<file path="src/rtl/tjt_pkg.sv">
package tjt_pkg;

	localparam int SLOTS_DEF  = 64;
	localparam int MAX_ACTIVE = 64;
	localparam int ID_W       = 32;
	localparam int OP_W       = 4;
	localparam int CMD_W      = 3;
	localparam int STAT_W     = 2;
	localparam int SLOT_W     = 6;
	localparam int ACT_W      = 7;
	localparam logic [ACT_W-1:0] ACT_RESET = 7'd64;

	typedef enum logic [CMD_W-1:0] {
		CMD_BEGIN  = 3'd0,
		CMD_COMMIT = 3'd1,
		CMD_ABORT  = 3'd2,
		CMD_LIST   = 3'd3,
		CMD_CLEAR  = 3'd4,
		CMD_RESCAN = 3'd5
	} cmd_t;

	typedef enum logic [STAT_W-1:0] {
		STAT_OK        = 2'd0,
		STAT_FULL      = 2'd1,
		STAT_NOT_FOUND = 2'd2,
		STAT_EMPTY     = 2'd3
	} stat_t;

	typedef enum logic [1:0] {
		S_IDLE,
		S_SCAN,
		S_FINAL
	} state_t;

	// One journal entry as held in the slot memory.
	typedef struct packed {
		logic [ID_W-1:0] txn;
		logic [OP_W-1:0] opcode;
		logic [31:0]     inode;
		logic [31:0]     stamp;
	} entry_t;

	// Commands from the sequencer to the datapath.
	typedef struct packed {
		logic take;
		logic step;
		logic emit_hit;
		logic emit_final;
	} ctl_t;

	// Status from the datapath to the sequencer.
	typedef struct packed {
		logic vld_s1;
		logic hit_s1;
		logic last_s1;
		logic scan_end;
		logic out_free;
	} sts_t;

	// Next id after v; the counter skips zero when it wraps.
	function automatic logic [ID_W-1:0] bump(input logic [ID_W-1:0] v);
		logic [ID_W-1:0] n;
		n = v + ID_W'(1);
		return (n == '0) ? ID_W'(1) : n;
	endfunction

endpackage

</file>
<file path="src/rtl/tjt_ctrl.sv">
module tjt_ctrl (
	input  logic                clk,
	input  logic                arst_n,
	input  logic                in_valid,
	input  logic [tjt_pkg::CMD_W-1:0] in_cmd,
	output logic                in_ready,
	input  tjt_pkg::sts_t       sts,
	output tjt_pkg::ctl_t       ctl
);
	import tjt_pkg::*;

	state_t state_q, state_nx;

	always_ff @(posedge clk or negedge arst_n) begin
		if (!arst_n) begin
			state_q <= S_IDLE;
		end else begin
			state_q <= state_nx;
		end
	end

	always_comb begin
		state_nx = state_q;
		unique case (state_q)
			S_IDLE: begin
				if (in_valid) begin
					unique case (cmd_t'(in_cmd))
						CMD_BEGIN, CMD_COMMIT, CMD_ABORT, CMD_LIST, CMD_RESCAN:
							state_nx = S_SCAN;
						CMD_CLEAR: state_nx = S_FINAL;
						default:   state_nx = S_IDLE;
					endcase
				end
			end
			S_SCAN: begin
				if (sts.vld_s1 && sts.hit_s1) begin
					if (sts.out_free && sts.last_s1) begin
						state_nx = S_IDLE;
					end
				end else if (sts.scan_end && !sts.vld_s1) begin
					state_nx = S_FINAL;
				end
			end
			S_FINAL: begin
				if (sts.out_free) begin
					state_nx = S_IDLE;
				end
			end
			default: state_nx = S_IDLE;
		endcase
	end

	always_comb begin
		in_ready = 1'b0;
		ctl      = '0;
		unique case (state_q)
			S_IDLE: begin
				in_ready = 1'b1;
				if (in_valid) begin
					unique case (cmd_t'(in_cmd))
						CMD_BEGIN, CMD_COMMIT, CMD_ABORT, CMD_LIST, CMD_RESCAN,
						CMD_CLEAR: ctl.take = 1'b1;
						default:   ctl.take = 1'b0;
					endcase
				end
			end
			S_SCAN: begin
				if (sts.vld_s1 && sts.hit_s1) begin
					if (sts.out_free) begin
						ctl.emit_hit = 1'b1;
						ctl.step     = !sts.last_s1;
					end
				end else if (!(sts.scan_end && !sts.vld_s1)) begin
					ctl.step = 1'b1;
				end
			end
			S_FINAL: begin
				ctl.emit_final = sts.out_free;
			end
			default: begin
				in_ready = 1'b0;
			end
		endcase
	end

endmodule

</file>
<file path="config.mk">
export PLATFORM = sky130hd
export DESIGN_NAME = tjt_ctrl
export DESIGN_NICKNAME = d
export VERILOG_FILES = /design/src/rtl/tjt_pkg.sv /design/src/rtl/tjt_ctrl.sv
export SDC_FILE = /design/constraint.sdc
export NUM_CORES = 1
export LEC_CHECK = 0
export ABC_CLOCK_PERIOD_IN_PS = 3100
export BUFFER_PORTS_ARGS = -buffer_cell sky130_fd_sc_hd__buf_2
export CORE_AREA = 3 3 40 42
export DETAILED_ROUTE_END_ITERATION = 16
export DIE_AREA = 0 0 43 45
export HOLD_SLACK_MARGIN = 0.1
export PLACE_DENSITY_LB_ADDON = 0.12
export REMOVE_ABC_BUFFERS = 1
export SETUP_SLACK_MARGIN = 0.05
export SKIP_LAST_GASP = 1
export SLEW_MARGIN = 20
export SYNTH_ARGS = -nofsm -noshare
export SYNTH_HDL_FRONTEND = slang
export SYNTH_SLANG_ARGS = --single-unit
</file>
<file path="constraint.sdc">
create_clock -name clk -period 3.1 [get_ports clk]
set_input_delay 0.31 -clock clk [delete_from_list [all_inputs] [get_ports clk]]
set_output_delay 0.31 -clock clk [all_outputs]
set_load 0.005 [all_outputs]
</file>
# Word level (Yosys, flattened, before mapping)
# Index checks and enable logic that the tools add are counted.
totals:
  word_cells: 39
  input_bits: 11
  ff_bits: 2
classes:
  mux: 17
  reduce_logical: 10
  eq_ne: 11
op_table:
  columns: ["op", "count"]
  rows:
  - ["$mux 2", 7]
  - ["$mux 1", 8]
  - ["$eq 3x2->1 const B", 2]
  - ["$eq 3x3->1 const B", 2]
  - ["$ne 3x3->1 const B", 2]
  - ["$pmux 2 s3", 1]
  - ["$reduce_or 6->1", 1]
  - ["$reduce_or 5->1", 1]
  - ["$ne 2x2->1 const B", 2]
  - ["$pmux 2 s2", 1]
  - ["$reduce_and 4->1", 1]
  - ["$eq 3x1->1 const B", 1]
  - ["$logic_and 1x1->1", 3]
  - ["$logic_not 3->1", 1]
  - ["$eq 2x1->1 const B", 1]
  - ["$eq 2x2->1 const B", 1]
  - ["$logic_not 1->1", 2]
  - ["$logic_not 2->1", 1]

# Logic depth before layout (Yosys ltp)
depth:
  ltp_word: 5
  ltp_mapped: 3

# Worst setup path after synthesis
# Ideal clock, no wire load.
synth_path:
  path_type: "register to output"
  startpoint: "reg state_q[1]"
  endpoint: "out ctl[2] (netlist name)"
  t_arrival_ps: 874
  path_stages_with_launch: 4
  setup_slack_ps: 1916
  path_cell_list: "dfrtp_1 nand2b_1 a21oi_2 and2_1"
synth_lines:
  columns: ["item", "line_no", "rtl"]
  rows:
  - ["start: declaration", "tjt_ctrl.sv:12", "state_t state_q, state_nx;"]
  - ["start signal: assignment", "tjt_ctrl.sv:18", "state_q <= state_nx;"]
  - ["end: declaration", "tjt_ctrl.sv:8", "output tjt_pkg::ctl_t ctl"]

==> flow_summary.ini <==
[cells_and_area]
flow.area_growth_from_synthesis_pct = 65.2
reg.largest.list = state_q: 2 flops
area_of_the_multi_input_gates_um2 = 133
final_net_count = 58
register_containing_the_most_flip_flops_in_the_final_layout = state_q
final-seq-area_um2 = 50.0
finalInstanceArea_um2 = 320
largest_register_ff_count = 2
num_antenna_cells = 0
ratio_of_cells_with_drive_above_1_in_the_final_layout_pct = 48.9
layout_fillers = 147
utilization_pct = 24.9

[power_and_ir_drop]
cellLeakagePower_nw = 0.159
pwr_density_cell_nw_per_um2 = 634
total_power_mw = 0.203
vdd_drop_max_v = 0.000181

[worst_setup_path]
worst_ep_arrival_time_ps = 1270
critPathMaxStageDelay_ps = 420
critical_path_class = flip-flop to output pin
timing.critical_path.buf_inv = 1
setup.worst_path.end_class = output pin
critical_path_peak_fanout = 6
critical_path.cell_chain = nand2b_1, a21oi_2, and2_1, buf_2
critical_path_required_ps = 2790
critical_path_depth = 4
cpMaxStageDelayCell = dfrtp_1
r2r_worst_path_depth = 3
cpLargestDelayFamily = flip-flops
cp-start-kind = flip-flop

[sta]
totalNegativeSetupSlack_ps = 0
layout_worst_path_cycle_share_pct = 51.0
clock-skew-final_ps = 0.554
report.final.hold_viol_count = 0
slew_viol_final = 0
clock.fmax_ghz = 0.633
unrepaired_setup_endpoints_after_global_routing = false
finalCriticalPeriod_ps = 1580
worst_pin_slew_ps = 208
setup_ws_ps = 1520
setup_violations = 0
worst_slew_margin_rel_pct = 86.0

[floorplanning]
core_region_area_um2 = 1280
fp.dieArea_um2 = 1940
die_x_um = 43
std_cell_rows = 13
initial_core_util_pct = 15.1
height_of_the_die_um = 45
num_io_pins = 16

[synthesis]
synth.avg_cell_area_um2 = 7.46
ys_seq_area_share_pct = 25.8
synth_warnings = 0
synth.distinct_cells = 17
syn-cell-area_um2 = 194
synth-seq-cells = 2
post_synth_inst_count = 26

[clock_tree]
tritoncts_clock_tree = built
clkTransAtPathRegs_ps = 30
cts_htree_levels = 1
tritoncts.num_buffers = 3
ctsResizeCount = 0
postCtsSetupRepairBufs = 0
clock_tree.buffer_depth = 2
clock_sink_count = 2
worst_skew_pair.late_latency_ps = 220
cts_root_buffer = clkbuf_4

[run_status]
status = complete, no violations

[min_path]
timing.hold.worst_path_depth = 2
worstHoldPathType = input port to flip-flop

[route]
vias = 273
dr.first_iter.drc_count = 4
detailedRoute.firstPassIterationCount = 2
route.detailed.vias_per_inst = 4.55
drc = 0
wl_um = 617
detail-route-antenna-nets = 0
drt-wirelength-per-cell_um = 10.3

[job]
max-cap-violations = 0

[global_routing]
antenna_violations_before_repair = 0
grt.total_usage_pct = 8.65
via_count_of_the_first_global_routing_pass = 281
grt_pass1_wl_um = 1150
grt_start_max_net_pins = 7
grt_overflow_total = 0

[placement]
gp_routability_congestion = 0.800
place.port_buffers = 15
placement.cell_area_um2 = 288
dp.final_hpwl_um = 523
pre_cts_slack_ps = 1750
[metal layers]
layer | up-vias | track usage, % | share of wire (%)
li1 | 134 | - | -
met1 | 125 | 9.35 | 44
met2 | 14 | 12.0 | 45
met3 | 0 | 5.18 | 11
met4 | 0 | 7.23 | 0
met5 | - | 0 | 0
[worst paths after layout]
path                             from          to  slack (ps)
setup / recovery           state_q[1]      ctl[2]        1520
max in group asynchronous      arst_n  state_q[1]        2600
hold reg to reg            state_q[1]  state_q[1]         730
setup reg to reg           state_q[0]  state_q[1]        1970
hold / removal               in_valid  state_q[0]         390
min in group asynchronous      arst_n  state_q[0]         410
[report_power, final]
group	internal, mW	switching [mW]	total (mW)
logic	0.0476	0.0466	0.0943
registers	0.0364	0.0164	0.0528
clock network	0.0426	0.0134	0.0560
total	0.127	0.0764	0.203
[Yosys cell counts]
master    number  area share (%)
a21oi_1        3             7.7
inv_1          3             5.8
nor2_1         3             5.8
dfrtp_1        2              26
nand2_1        2             3.9
nand3_1        2             5.2
a21oi_2        1             4.5
a221oi_2       1             7.7
a32o_1         1             5.2
and2_1         1             3.2
nand2b_1       1             3.2
nand4_1        1             3.2
nor2_2         1             3.2
nor3_1         1             2.6
nor3b_2        1             6.5
o211ai_1       1             3.9
o21ai_0        1             2.6
[cells by family (layout without fill, tap and decap cells)]
kind of cell	Yosys count	after routing	share of synthesized area [%]
compound gates	8	8	31.6
flops	2	2	25.8
buf+inv	3	22	5.81
simple gates	13	13	36.8
[what timing repair did]
item	CTS	global route
hold endpoints to repair	2	0
endpoints found under the setup margin	0	0
hold buffers	1	0
[cell type report]
cell class / instances / share of cell area (%)
Inverter: 3 / 3.52
Tap cell: 15 / 5.86
Multi-Input combinational cell: 21 / 41.4
Clock buffer: 3 / 7.03
Timing Repair Buffer: 16 / 26.6
Sequential cell: 2 / 15.6
[per-stage QoR]
step / std cells / hold slack [ps]
finish: 60 / 394
global route: 60 / 387
CTS: 60 / 387
detailed placement: 56 / 96.4
global placement: 56 / 94.6
floorplan: 26 / 14.4
[cells in the final DEF, fill, tap and decap left out]
cell,count
a21oi_1,3
a21oi_2,1
a221oi_2,1
a32o_1,1
and2_1,1
buf_2,15
clkbuf_4,3
dfrtp_1,2
dlygate4sd3_1,1
inv_1,3
nand2_1,2
nand2b_1,1
nand3_1,2
nand4_1,1
nor2_1,3
nor2_2,1
nor3_1,1
nor3b_2,1
o211ai_1,1
o21ai_0,1
No activity file was read; power rests on OpenSTA's default activity.
